===== src/hdl/bmhw_pkg.sv =====
package bmhw_pkg;

	localparam int NUM_BINS  = 64;
	localparam int IDX_W     = $clog2(NUM_BINS);
	localparam int COORD_W   = 16;
	localparam int STEP_W    = 15;
	localparam int BASE_W    = 16;
	localparam int BIN_W     = 16;
	localparam int DIFF_W    = BIN_W + 1;
	localparam int DROP_W    = 16;
	localparam int CFG_W     = 32;
	localparam int ADDR_W    = 3;
	localparam int DIV_CNT_W = $clog2(COORD_W);

	localparam logic [STEP_W-1:0] STEP_RESET = STEP_W'(100);
	localparam logic [BASE_W-1:0] BASE_RESET = BASE_W'(-32);

	typedef enum logic {
		OP_INSERT = 1'b0,
		OP_FLUSH  = 1'b1
	} op_t;

	typedef enum logic {
		REG_STEP = 1'b0,
		REG_BASE = 1'b1
	} reg_idx_t;

	typedef enum logic [2:0] {
		ST_IDLE,
		ST_DIV,
		ST_WINDOW,
		ST_UPDATE,
		ST_SCAN,
		ST_DRAIN
	} state_t;

	typedef struct packed {
		logic                      operation;
		logic signed [COORD_W-1:0] x_mm;
		logic signed [COORD_W-1:0] y_mm;
		logic signed [COORD_W-1:0] z_mm;
	} cmd_t;

	typedef struct packed {
		logic signed [COORD_W-1:0] way_x_mm;
		logic signed [COORD_W-1:0] way_y_mm;
		logic signed [COORD_W-1:0] way_z_mm;
		logic signed [BIN_W-1:0]   bin_number;
		logic                      empty_res;
		logic [DROP_W-1:0]         dropped;
		logic                      last;
	} res_t;

	typedef struct packed {
		logic signed [COORD_W-1:0] x;
		logic signed [COORD_W-1:0] y;
		logic signed [COORD_W-1:0] z;
	} pt_t;

	typedef struct packed {
		logic busy;
		logic div_start;
		logic ram_we;
		logic in_window;
	} ctl_t;

endpackage


===== src/hdl/bmhw_ram.sv =====
module bmhw_ram #(
	parameter int WIDTH = 48,
	parameter int DEPTH = 64
) (
	input  logic                     clk,
	input  logic                     we,
	input  logic [$clog2(DEPTH)-1:0] waddr,
	input  logic [WIDTH-1:0]         wdata,
	input  logic [$clog2(DEPTH)-1:0] raddr,
	output logic [WIDTH-1:0]         rdata
);

	logic [WIDTH-1:0] mem [DEPTH];

	always_ff @(posedge clk) begin
		if (we) begin
			mem[waddr] <= wdata;
		end
		rdata <= mem[raddr];
	end

endmodule


===== src/hdl/bmhw_div.sv =====
module bmhw_div (
	input  logic                                clk,
	input  logic                                arst_n,
	input  logic                                start,
	input  logic signed [bmhw_pkg::COORD_W-1:0] dividend,
	input  logic [bmhw_pkg::STEP_W-1:0]         divisor,
	output logic                                done,
	output logic signed [bmhw_pkg::COORD_W-1:0] quotient
);

	logic [bmhw_pkg::COORD_W-1:0]   mag_q;
	logic [bmhw_pkg::STEP_W-1:0]    rem_q;
	logic [bmhw_pkg::STEP_W-1:0]    div_q;
	logic                           neg_q;
	logic [bmhw_pkg::DIV_CNT_W-1:0] cnt_q;
	logic                           run_q;
	logic                           done_q;

	logic [bmhw_pkg::STEP_W:0]    shifted;
	logic                         ge;
	logic [bmhw_pkg::STEP_W:0]    diff;
	logic [bmhw_pkg::COORD_W-1:0] abs_in;

	assign abs_in  = dividend[bmhw_pkg::COORD_W-1] ? bmhw_pkg::COORD_W'(-dividend)
	                                                : bmhw_pkg::COORD_W'(dividend);
	assign shifted = {rem_q, mag_q[bmhw_pkg::COORD_W-1]};
	assign ge      = shifted >= {1'b0, div_q};
	assign diff    = shifted - {1'b0, div_q};

	always_ff @(posedge clk or negedge arst_n) begin
		if (!arst_n) begin
			run_q  <= 1'b0;
			done_q <= 1'b0;
			cnt_q  <= '0;
		end else begin
			done_q <= 1'b0;
			if (start) begin
				run_q <= 1'b1;
				cnt_q <= '0;
			end else if (run_q) begin
				cnt_q <= cnt_q + 1'b1;
				if (cnt_q == bmhw_pkg::DIV_CNT_W'(bmhw_pkg::COORD_W - 1)) begin
					run_q  <= 1'b0;
					done_q <= 1'b1;
				end
			end
		end
	end

	always_ff @(posedge clk) begin
		if (start) begin
			mag_q <= abs_in;
			rem_q <= '0;
			neg_q <= dividend[bmhw_pkg::COORD_W-1];
			div_q <= (divisor == '0) ? bmhw_pkg::STEP_W'(1) : divisor;
		end else if (run_q) begin
			mag_q <= {mag_q[bmhw_pkg::COORD_W-2:0], ge};
			rem_q <= ge ? diff[bmhw_pkg::STEP_W-1:0] : shifted[bmhw_pkg::STEP_W-1:0];
		end
	end

	assign done     = done_q;
	assign quotient = neg_q ? bmhw_pkg::COORD_W'(-mag_q) : bmhw_pkg::COORD_W'(mag_q);

endmodule


===== src/hdl/binned_min_height_waypoints.sv =====
// Channel   Ports                          Beat taken when
// cmd       start, busy, cmd               start high and busy low
// res       res_stb, res                   res_stb high (one cycle, no back-pressure)
// cfg       psel, penable, pwrite, paddr,  psel, penable, pwrite and pready high
//           pwdata, prdata, pready
//
// An insert holds busy through the bit-per-cycle restoring divide of x by the step, then
// a window check and, unless dropped, a read-modify-write of the bin RAM.
// A flush holds busy for one RAM read per bin and a drain step; an empty flush does not.
// Read data is registered, then loaded into res; busy falls as the last bin read is loaded.
// Reset clears valid bits and drop count and presets step and base; the RAM needs no clear.
// The receiver cannot stall: every strobed beat is taken.
module binned_min_height_waypoints (
	input  logic                          clk,
	input  logic                          arst_n,
	input  logic                          start,
	output logic                          busy,
	input  bmhw_pkg::cmd_t                cmd,
	output logic                          res_stb,
	output bmhw_pkg::res_t                res,
	input  logic                          psel,
	input  logic                          penable,
	input  logic                          pwrite,
	input  logic [bmhw_pkg::ADDR_W-1:0]   paddr,
	input  logic [bmhw_pkg::CFG_W-1:0]    pwdata,
	output logic [bmhw_pkg::CFG_W-1:0]    prdata,
	output logic                          pready
);

	bmhw_pkg::state_t            state_q, state_d;
	bmhw_pkg::ctl_t              ctl;
	logic [bmhw_pkg::STEP_W-1:0] step_q;
	logic [bmhw_pkg::BASE_W-1:0] base_q;
	logic [bmhw_pkg::DROP_W-1:0] drop_q;
	logic [bmhw_pkg::NUM_BINS-1:0] valid_q;
	bmhw_pkg::pt_t               point_q;
	logic [bmhw_pkg::IDX_W-1:0]  idx_q;
	logic [bmhw_pkg::IDX_W-1:0]  scan_q;
	logic                        hit_s1;
	logic                        last_s1;
	logic [bmhw_pkg::IDX_W-1:0]  idx_s1;
	bmhw_pkg::res_t              res_q;
	logic                        res_stb_q;

	logic                        accept;
	logic                        div_done;
	logic signed [bmhw_pkg::COORD_W-1:0] quot;
	logic signed [bmhw_pkg::DIFF_W-1:0]  diff;
	logic [bmhw_pkg::IDX_W-1:0]  raddr;
	bmhw_pkg::pt_t               rdata;
	logic                        above_any;
	logic                        cfg_we;
	logic [bmhw_pkg::BIN_W-1:0]  bin_sum;

	assign accept = start && !ctl.busy;
	assign cfg_we = psel && penable && pwrite && pready;
	assign pready = 1'b1;

	bmhw_div u_div (
		.clk      (clk),
		.arst_n   (arst_n),
		.start    (ctl.div_start),
		.dividend (cmd.x_mm),
		.divisor  (step_q),
		.done     (div_done),
		.quotient (quot)
	);

	bmhw_ram #(
		.WIDTH ($bits(bmhw_pkg::pt_t)),
		.DEPTH (bmhw_pkg::NUM_BINS)
	) u_ram (
		.clk   (clk),
		.we    (ctl.ram_we),
		.waddr (idx_q),
		.wdata (point_q),
		.raddr (raddr),
		.rdata (rdata)
	);

	assign diff = bmhw_pkg::DIFF_W'(quot) - bmhw_pkg::DIFF_W'($signed(base_q));

	always_comb begin
		above_any = 1'b0;
		for (int i = 0; i < bmhw_pkg::NUM_BINS; i++) begin
			if (valid_q[i] && (bmhw_pkg::IDX_W'(i) > scan_q)) begin
				above_any = 1'b1;
			end
		end
	end

	always_comb begin
		state_d = state_q;
		unique case (state_q)
			bmhw_pkg::ST_IDLE: begin
				if (start) begin
					if (cmd.operation == bmhw_pkg::OP_INSERT) begin
						state_d = bmhw_pkg::ST_DIV;
					end else if (valid_q != '0) begin
						state_d = bmhw_pkg::ST_SCAN;
					end
				end
			end
			bmhw_pkg::ST_DIV: begin
				if (div_done) begin
					state_d = bmhw_pkg::ST_WINDOW;
				end
			end
			bmhw_pkg::ST_WINDOW: begin
				state_d = ctl.in_window ? bmhw_pkg::ST_UPDATE : bmhw_pkg::ST_IDLE;
			end
			bmhw_pkg::ST_UPDATE: begin
				state_d = bmhw_pkg::ST_IDLE;
			end
			bmhw_pkg::ST_SCAN: begin
				if (scan_q == bmhw_pkg::IDX_W'(bmhw_pkg::NUM_BINS - 1)) begin
					state_d = bmhw_pkg::ST_DRAIN;
				end
			end
			bmhw_pkg::ST_DRAIN: begin
				state_d = bmhw_pkg::ST_IDLE;
			end
			default: begin
				state_d = bmhw_pkg::ST_IDLE;
			end
		endcase
	end

	always_comb begin
		ctl.busy      = (state_q != bmhw_pkg::ST_IDLE);
		ctl.div_start = (state_q == bmhw_pkg::ST_IDLE) && start
		                && (cmd.operation == bmhw_pkg::OP_INSERT);
		ctl.in_window = !diff[bmhw_pkg::DIFF_W-1]
		                && (diff[bmhw_pkg::DIFF_W-2:0] < (bmhw_pkg::DIFF_W-1)'(bmhw_pkg::NUM_BINS));
		ctl.ram_we    = (state_q == bmhw_pkg::ST_UPDATE)
		                && (!valid_q[idx_q] || (point_q.z < rdata.z));
		raddr         = (state_q == bmhw_pkg::ST_WINDOW) ? diff[bmhw_pkg::IDX_W-1:0] : scan_q;
	end

	always_ff @(posedge clk or negedge arst_n) begin
		if (!arst_n) begin
			state_q   <= bmhw_pkg::ST_IDLE;
			step_q    <= bmhw_pkg::STEP_RESET;
			base_q    <= bmhw_pkg::BASE_RESET;
			drop_q    <= '0;
			valid_q   <= '0;
			scan_q    <= '0;
			hit_s1    <= 1'b0;
			res_stb_q <= 1'b0;
		end else begin
			state_q <= state_d;
			if (cfg_we) begin
				if (paddr[2] == bmhw_pkg::REG_STEP) begin
					step_q <= pwdata[bmhw_pkg::STEP_W-1:0];
				end else begin
					base_q <= pwdata[bmhw_pkg::BASE_W-1:0];
				end
			end
			// count drops, saturating
			if (state_q == bmhw_pkg::ST_WINDOW && !ctl.in_window && drop_q != '1) begin
				drop_q <= drop_q + 1'b1;
			end
			if (ctl.ram_we) begin
				valid_q[idx_q] <= 1'b1;
			end
			if (state_q == bmhw_pkg::ST_DRAIN) begin
				valid_q <= '0;
			end
			if (accept) begin
				scan_q <= '0;
			end else if (state_q == bmhw_pkg::ST_SCAN) begin
				scan_q <= scan_q + 1'b1;
			end
			hit_s1    <= (state_q == bmhw_pkg::ST_SCAN) && valid_q[scan_q];
			res_stb_q <= hit_s1 || (accept && cmd.operation == bmhw_pkg::OP_FLUSH
			                        && valid_q == '0);
		end
	end

	assign bin_sum = base_q + {{(bmhw_pkg::BIN_W - bmhw_pkg::IDX_W){1'b0}}, idx_s1};

	always_ff @(posedge clk) begin
		if (accept) begin
			point_q <= '{x: cmd.x_mm, y: cmd.y_mm, z: cmd.z_mm};
		end
		if (state_q == bmhw_pkg::ST_WINDOW) begin
			idx_q <= diff[bmhw_pkg::IDX_W-1:0];
		end
		idx_s1  <= scan_q;
		last_s1 <= !above_any;
		if (hit_s1) begin
			res_q.way_x_mm   <= rdata.x;
			res_q.way_y_mm   <= rdata.y;
			res_q.way_z_mm   <= rdata.z;
			res_q.bin_number <= bin_sum;
			res_q.empty_res  <= 1'b0;
			res_q.dropped    <= drop_q;
			res_q.last       <= last_s1;
		end else if (accept) begin
			res_q.way_x_mm   <= '0;
			res_q.way_y_mm   <= '0;
			res_q.way_z_mm   <= '0;
			res_q.bin_number <= '0;
			res_q.empty_res  <= 1'b1;
			res_q.dropped    <= drop_q;
			res_q.last       <= 1'b1;
		end
	end

	always_comb begin
		if (paddr[2] == bmhw_pkg::REG_STEP) begin
			prdata = {{(bmhw_pkg::CFG_W - bmhw_pkg::STEP_W){1'b0}}, step_q};
		end else begin
			prdata = {{(bmhw_pkg::CFG_W - bmhw_pkg::BASE_W){base_q[bmhw_pkg::BASE_W-1]}}, base_q};
		end
	end

	assign busy    = ctl.busy;
	assign res_stb = res_stb_q;
	assign res     = res_q;

	a_empty_is_last: assert property (@(posedge clk) disable iff (!arst_n)
		res_stb && res.empty_res |-> res.last)
		else $error("empty result not marked last");

	a_update_sets_valid: assert property (@(posedge clk) disable iff (!arst_n)
		state_q == bmhw_pkg::ST_UPDATE |=> valid_q[$past(idx_q)])
		else $error("bin not valid after update");

	a_drain_clears: assert property (@(posedge clk) disable iff (!arst_n)
		state_q == bmhw_pkg::ST_DRAIN |=> valid_q == '0)
		else $error("table not cleared after flush");

	a_hit_from_scan: assert property (@(posedge clk) disable iff (!arst_n)
		res_stb && !res.empty_res |-> $past(state_q) == bmhw_pkg::ST_SCAN
		                           || $past(state_q) == bmhw_pkg::ST_DRAIN)
		else $error("waypoint beat outside a flush");

	a_drop_monotonic: assert property (@(posedge clk) disable iff (!arst_n)
		drop_q >= $past(drop_q))
		else $error("drop count went backwards");

endmodule


===== config.mk =====
export PLATFORM = sky130hd
export DESIGN_NAME = binned_min_height_waypoints
export DESIGN_NICKNAME = d
export VERILOG_FILES = /design/src/hdl/bmhw_pkg.sv /design/src/hdl/bmhw_ram.sv /design/src/hdl/bmhw_div.sv /design/src/hdl/binned_min_height_waypoints.sv
export SDC_FILE = /design/constraint.sdc
export NUM_CORES = 2
export LEC_CHECK = 0
export ABC_AREA = 1
export BUFFER_PORTS_ARGS = -buffer_cell sky130_fd_sc_hd__buf_2
export CAP_MARGIN = 20
export CORE_MARGIN = 2
export CORE_UTILIZATION = 35
export CTS_CLUSTER_SIZE = 8
export DETAILED_ROUTE_END_ITERATION = 10
export MAX_ROUTING_LAYER = met4
export PLACE_DENSITY_LB_ADDON = 0.15
export SLEW_MARGIN = 0
export SYNTH_ARGS = -nofsm -noshare
export SYNTH_HDL_FRONTEND = slang
export SYNTH_SLANG_ARGS = --single-unit

===== constraint.sdc =====
create_clock -name clk -period 11.95 [get_ports clk]
set_input_delay 1.7925 -clock clk [delete_from_list [all_inputs] [get_ports clk]]
set_output_delay 1.7925 -clock clk [all_outputs]
set_load 0.005 [all_outputs]

Word level (Yosys, flattened, before mapping) --
Memories as Yosys holds them, arrays and structs flattened. A register that Yosys moved wholly into a read port is not among the register bits. Index checks and enable logic that the tools add are counted.
Storage, ports and cells: memories 1, word-level logic and storage cells 318, memory bits (writable) 3072, input bits 90, output and inout bits 117, flip-flop bits (word level) 318
Memories:
- u_ram.mem | words 64, width 48, read ports 1, clocked after memory_dff 1, write ports 1, line bmhw_ram.sv:13 | logic [WIDTH-1:0] mem [DEPTH];
Cells by class: equality and inequality tests 12, reduce and logical (&&, ||, !) cells 96, add/subtract/negate cells 8, multiplexer cells 100, magnitude comparators 70, bitwise operators 3
Operators by type and width (count):
- greater-than comparator 6 bit, first input constant | 32
- two-way mux 82 bit | 2
- two-way mux 64 bit | 2
- greater-than comparator 5 x 6 -> 1 bit, first input constant | 16
- logical AND 1 bit | 77
- two-way mux 1 bit | 75
- zero test 64 bit | 1
- two-way mux 16 bit | 4
- bitwise OR 64 bit | 1
- nonzero test 64 bit | 1
- greater-than comparator 4 x 6 -> 1 bit, first input constant | 8
- two-way mux 32 bit | 1
- negation 16 bit | 2
- greater-than comparator 3 x 6 -> 1 bit, first input constant | 4
- two-way mux 6 bit | 3
- subtractor 16 x 16 -> 17 bit | 1
- adder 16 x 1 -> 16 bit, second input constant | 1
- adder 16 x 6 -> 16 bit | 1
- >= comparator 16 x 15 -> 1 bit | 1
- < comparator 16 bit | 1
- < comparator 16 x 7 -> 1 bit, second input constant | 1
- != test 16 bit, second input constant | 1
- zero test 15 bit | 1
- two-way mux 15 bit | 1
- other kinds (29) | 51

Longest topological paths before layout --
depth in word-level cells 67, mapped depth 24, gate-level depth less buffers 23

Hierarchy --
From an unflattened synthesis, not the netlist that was laid out.
Second synthesis, totals: cells, all modules 12617, area, all modules 143551.4 µm²
Modules (own cells, without submodules):
- bmhw_ram | times used 1, cells an instance 10108, seq. area each 93209.4 µm², area each 124330.5 µm²
- binned_min_height_waypoints | times used 1, cells an instance 1942, seq. area each 7284.5 µm², area each 15267.1 µm²
- bmhw_div | times used 1, cells an instance 567, seq. area each 1411.4 µm², area each 3953.8 µm²

Worst setup path after synthesis --
No wires, ideal clock.
path type reg-to-reg, start reg point_q[5] in the netlist's numbering, end mem u_ram.mem[28][0], enable pin, setup time 0.513 ns, period minus slack after synthesis 6.300 ns, stages on the path, launching flop included 14, arrival time 5.787 ns, path slack 5.650 ns, required time 11.437 ns, path buffers 2, cell sequence edfxtp_1 -> ha_1 -> a21o_1 -> nand3_1 -> nand2_1 -> o21ai_0 -> nand2_1 -> nand2_1 -> nand2_1 -> nand2_1 -> nand2_1 -> buf_2 -> buf_4 -> nor3_1
Between the ends: cells in the longest elaborated chain, start to end 5
RTL lines:
- start: declaration | line binned_min_height_waypoints.sv:36 | bmhw_pkg::pt_t point_q;
- start signal: assignment | line binned_min_height_waypoints.sv:184 | point_q <= '{x: cmd.x_mm, y: cmd.y_mm, z: cmd.z_mm};
- < comparator 16 bit | line binned_min_height_waypoints.sv:136 | && (!valid_q[idx_q] || (point_q.z < rdata.z));
- logical OR 1 bit | line binned_min_height_waypoints.sv:136
- logical AND 1 bit | line binned_min_height_waypoints.sv:136
- two-way mux 1 bit | line bmhw_ram.sv:16 | if (we) begin
- two-way mux 1 bit (not written as such) | line bmhw_ram.sv:17 | mem[waddr] <= wdata;
- end: declaration | line bmhw_ram.sv:13
No other way between the ends.

Worst setup path after layout --
start reg u_div.mag_q[0] in the netlist's numbering, end reg u_ram.rdata[36] (read register of u_ram.mem)
Between the ends: cells in the longest elaborated chain, start to end 4
RTL lines:
- start: declaration | line bmhw_div.sv:11 | logic [bmhw_pkg::COORD_W-1:0] mag_q;
- start signal: assignment | line bmhw_div.sv:52 | mag_q <= abs_in;
- start signal: assignment | line bmhw_div.sv:57 | mag_q <= {mag_q[bmhw_pkg::COORD_W-2:0], ge};
- negation 16 bit | line bmhw_div.sv:63 | assign quotient = neg_q ? bmhw_pkg::COORD_W'(-mag_q) : bmhw_pkg::COORD_W'(mag_q);
- two-way mux 16 bit (*) | line bmhw_div.sv:63
- subtractor 16 x 16 -> 17 bit (*) | line binned_min_height_waypoints.sv:81 | assign diff = bmhw_pkg::DIFF_W'(quot) - bmhw_pkg::DIFF_W'($signed(base_q));
- net diff, one bit | line binned_min_height_waypoints.sv:48 | logic signed [bmhw_pkg::DIFF_W-1:0] diff;
- two-way mux 6 bit (*) | line binned_min_height_waypoints.sv:137 | raddr = (state_q == bmhw_pkg::ST_WINDOW) ? diff[bmhw_pkg::IDX_W-1:0] : scan_q;
- end: declaration | line bmhw_ram.sv:10 | output logic [WIDTH-1:0] rdata
The timed path passes the listed nets; every way through them passes the cells marked *. A chain may end at the register's enable or synchronous reset.

==> run summary <==
The net count of the finished layout is between 10000 and 15000. The worst setup path is launched from a flip-flop. The time the final worst path needs with I/O delays and setup came out at ~6.6 ns. Each instance of the synthesized netlist takes up on average between 10 and 15 sq um.

The area of the die came out at slightly above 0.4 sq mm. The H-tree was split into 5 levels. The placed instance area came out at roughly 0.15 sq mm. The via count of the first global-routing pass came out at between 90000 and 100k. The arrival time at the worst endpoint is 7.44 ns.

The cell family contributing the most delay on the critical path is buffers and inverters. The peak clock frequency supported by timing came out at about 0.15 GHz. Of all flip-flops after synthesis, the portion carrying an async set or reset was 0.03723. The core footprint came out at between 0.4 and 0.5 sq mm. The hold violation total from the final report came out at 0. The transition time of the tightest slew-check pin is 1.152 ns. For this run, the number of Yosys warnings is 0.

The data required time at the worst endpoint came out at 12.82 ns. The clock slew seen by the registers of the worst setup and hold paths came out at roughly 0.050 ns. The estimated wirelength of the detail-placed design came out at roughly 260 mm. Traced cell by cell, the critical path runs through inv_1, ha_1, nand2_1, o21ai_0, fa_1, xor2_1, nand2_1, o21ai_4, buf_4, buf_12, buf_4, buf_4, nand3_1, nand2_1, nand2_1, nand3_1, nand3_1, nand2_1. Post-CTS timing repair inserted 0 buffers for setup. Of the total power, the share spent switching nets is 0.3795.

The library cell used most frequently in the layout, excluding fill and tap cells, is edfxtp_1. The overall routed net length is ~490 mm. The number of ports placed on the die boundary came out at between 200 and 250. The final number of setup-violating endpoints came out at 0. The total DRC errors in the routed layout is 0. The initial antenna violation count is 37. The placer's final routability congestion estimate came out at slightly below 0.9. The growth of design area from synthesis to finish came out at 14.35%. The max-slew violation count is 0. The cell count after synthesis is around 12000.

The vias after detailed routing is between 90000 and 100k. The nature of the critical path endpoint is a flip-flop. In this run the tool buffered the top-level ports with about 190 buffer cells.

No sink is reached through more buffers than the 4 on the longest clock path. The slowest stage of the critical path is the buf_4 cell. The max-slew headroom at the worst pin came out at 0.2319. Synthesis inferred ~3400 register bits. Of the available clock period, the critical path in the final layout requires 0.5506. The static leakage came out at between 50 and 60 nW. The number of sinks driven by the clock tree is about 3400. For this run, the register share of the synthesized area comes to 0.7155. The number of nets produced by synthesis is 12434.

The peak supply drop came out at about 390 uV. The worst-skew pair later-pin latency came out at 1.01 ns. The number of gates resized after CTS came out at 0. The part of the power in combinational logic came out at 0.329. The summed instance area of the synthesized netlist is around 0.14 sq mm. The cell sitting at the root of the clock tree is a clkbuf_16. Hold timing on the final database bottoms out at a slack of about 0.47 ns. The max-capacitance violation count is 0. The maximum clock skew at final layout is roughly 0.085 ns.

The largest driver fanout on the critical path came out at 116. The flow ran to the end, and the final reports show no timing, DRC or antenna violations. The critical path in this run is classified as flip-flop to flip-flop. The total clock buffers created by CTS came out at around 470. The number of synthesized flops with an enable pin is around 3200. The share of cells above drive strength 1 came out at 0.08639. The critical path contains buffers and inverters numbering 5 combined. For this design the total switching power over the nets is between 0.015 and 0.02 W. The internal power contribution is about 0.025 W.

The area of all placed cells without fillers came out at between 0.15 and 0.2 sq mm. The most used flip-flop cell after synthesis is edfxtp_1. The share of total power dissipated in sequential elements is 0.363. The die is between 600 and 700 um tall. The aggregate global-route resource usage is 0.2375.

The cell area power density came out at between 200 and 250 mW/mm^2. The first-pass GRT wire length came out at a little under 700 mm. The top cell types in the final layout, fill and taps aside, are edfxtp_1 (3239), nand2_1 (2906), nand3_1 (1685), o21ai_0 (1093), nor2_1 (697). The die is roughly 640 um wide. The clock tree from TritonCTS is done. The cell that appears most often on the critical path is nand2_1. Setup repair after global routing left no endpoint under its margin. The global-route congestion overflow total came out at 0. The number of search-and-repair iterations in the first detailed-routing pass is 6. The number of distinct library cells after synthesis is between 40 and 50. The number of antenna-violating nets in the routed design is 0. The initial detailed-routing violation count is between 10000 and 15000. The relative contribution of the clock network to total power came out at 0.308. The maximum cell stage delay along the critical path is ~0.9 ns.

The via-per-instance ratio is about 5.4. The path class of the tightest hold or removal check is flip-flop to flip-flop. The pin count of the biggest net entering global routing is ~200.

The routed length per placed instance is 27.09 um. The setup TNS after final layout came out at 0 ns. For this configuration, the core starts out at a cell density of 0.3510. The site row count is roughly 230. The hold buffer count at CTS is 0.
==> layout make-up <==
| type | instances | area (sq um) |
|---|---|---|
| fill | 38326 | 242900 |
| sequential | 3438 | 101900 |
| multi-input combinational | 7497 | 35340 |
| clock buffer | 683 | 12720 |
| tap | 5428 | 6792 |
| timing repair buffer | 473 | 3369 |
| inverter | 534 | 2039 |
| clock inverter | 27 | 561.8 |
| antenna | 56 | 140.1 |
==> final timing paths <==
| kind | from | endpoint | slack [ns] | cells after the start |
|---|---|---|---|---|
| hold / removal | u_ram.rdata[24]$_DFF_P_ | res[58]$_DFFE_PP_ | 0.47 | 2 |
| setup reg to reg | u_div.mag_q[0]$_DFFE_PP_ | u_ram.rdata[36]$_DFF_P_ | 5.37 | 18 |
| setup / recovery | u_div.mag_q[0]$_DFFE_PP_ | u_ram.rdata[36]$_DFF_P_ | 5.37 | 18 |
| min in group asynchronous | arst_n | drop_q[8]$_DFFE_PN0P_ | 0.81 | 1 |
| hold reg to reg | u_ram.rdata[24]$_DFF_P_ | res[58]$_DFFE_PP_ | 0.47 | 2 |
| max in group asynchronous | arst_n | hit_s1$_DFF_PN0_ | 9.72 | 2 |
==> cells in the mapped netlist (113+ instances only) <==
library cell	instances	area share
nand2_1	2909	0.077
o21ai_1	113	0.0040
dfrtp_1	114	0.020
o22ai_1	268	0.012
buf_2	348	0.012
clkbuf_1	391	0.010
edfxtp_1	3239	0.68
o21bai_1	144	0.0076
nand3_1	1686	0.059
inv_1	522	0.014
nor2_1	697	0.018
nor3_1	130	0.0046
o21ai_0	1094	0.038
==> through the flow <==
step / utilization / std cells / power (W) / setup slack (ns)
3_5_place_dp: 0.3683 / 17370 / 0.02789 / 5.497
4_1_cts: 0.4010 / 18080 / 0.04028 / 5.424
3_3_place_gp: 0.3680 / 17365 / 0.02777 / 5.470
5_1_grt: 0.4014 / 18134 / 0.04210 / 5.143
6_report: 0.4014 / 18136 / 0.04001 / 5.371
2_1_floorplan: - / 12281 / 0.02304 / 5.650
==> power by group through the flow <==
stage	clock network, W	registers [W]	logic, W
global placement	0	0.0147	0.0130
finish	0.0123	0.0145	0.0132
floorplan	0	0.0148	0.00824
CTS	0.0126	0.0145	0.0132
global route	0.0130	0.0145	0.0145
detailed placement	0	0.0147	0.0132
==> state kept, by name (all words and copies together) (netlist names), 3 cells and up <==
name         count
u_ram.rdata     48
idx_s1           6
u_div.rem_q     15
valid_q         64
state_q          3
u_div.cnt_q      4
point_q         48
u_div.div_q     15
scan_q           6
drop_q          16
base_q          16
u_ram.mem     3072
idx_q            6
res             82
step_q          15
u_div.mag_q     16
==> kinds of logic (layout without fill, tap and decap cells) <==
| logic type | count (synthesis) | after routing | synth area share |
|---|---|---|---|
| and+or+nand+nor | 5565 | 5565 | 0.1655 |
| xor gates and xnor gates | 61 | 61 | 0.003751 |
| buffers and inverters | 1346 | 1717 | 0.03932 |
| AOI/OAI and AO/OA | 1807 | 1807 | 0.07023 |
| other | 1 | 57 | 0.00002633 |
| DFF | 3438 | 3438 | 0.7155 |
| adders and majority gates | 63 | 63 | 0.005693 |
==> layer usage <==
| layer | vias up | GRT usage | routed length (um) |
|---|---|---|---|
| met5 | - | - | 0 |
| met4 | 0 | 0.07848 | 17210 |
| met3 | 742 | 0.02890 | 30910 |
| met2 | 3726 | 0.3795 | 232400 |
| met1 | 49759 | 0.3152 | 210800 |
| li1 | 43844 | - | - |
==> tightest hold or removal path, cell delays in order, from the launching register on <==
cell and delay, ns:
dfxtp_1 0.30, nand2_1 0.05, inv_1 0.04
Power figures use the tool's default switching activity.
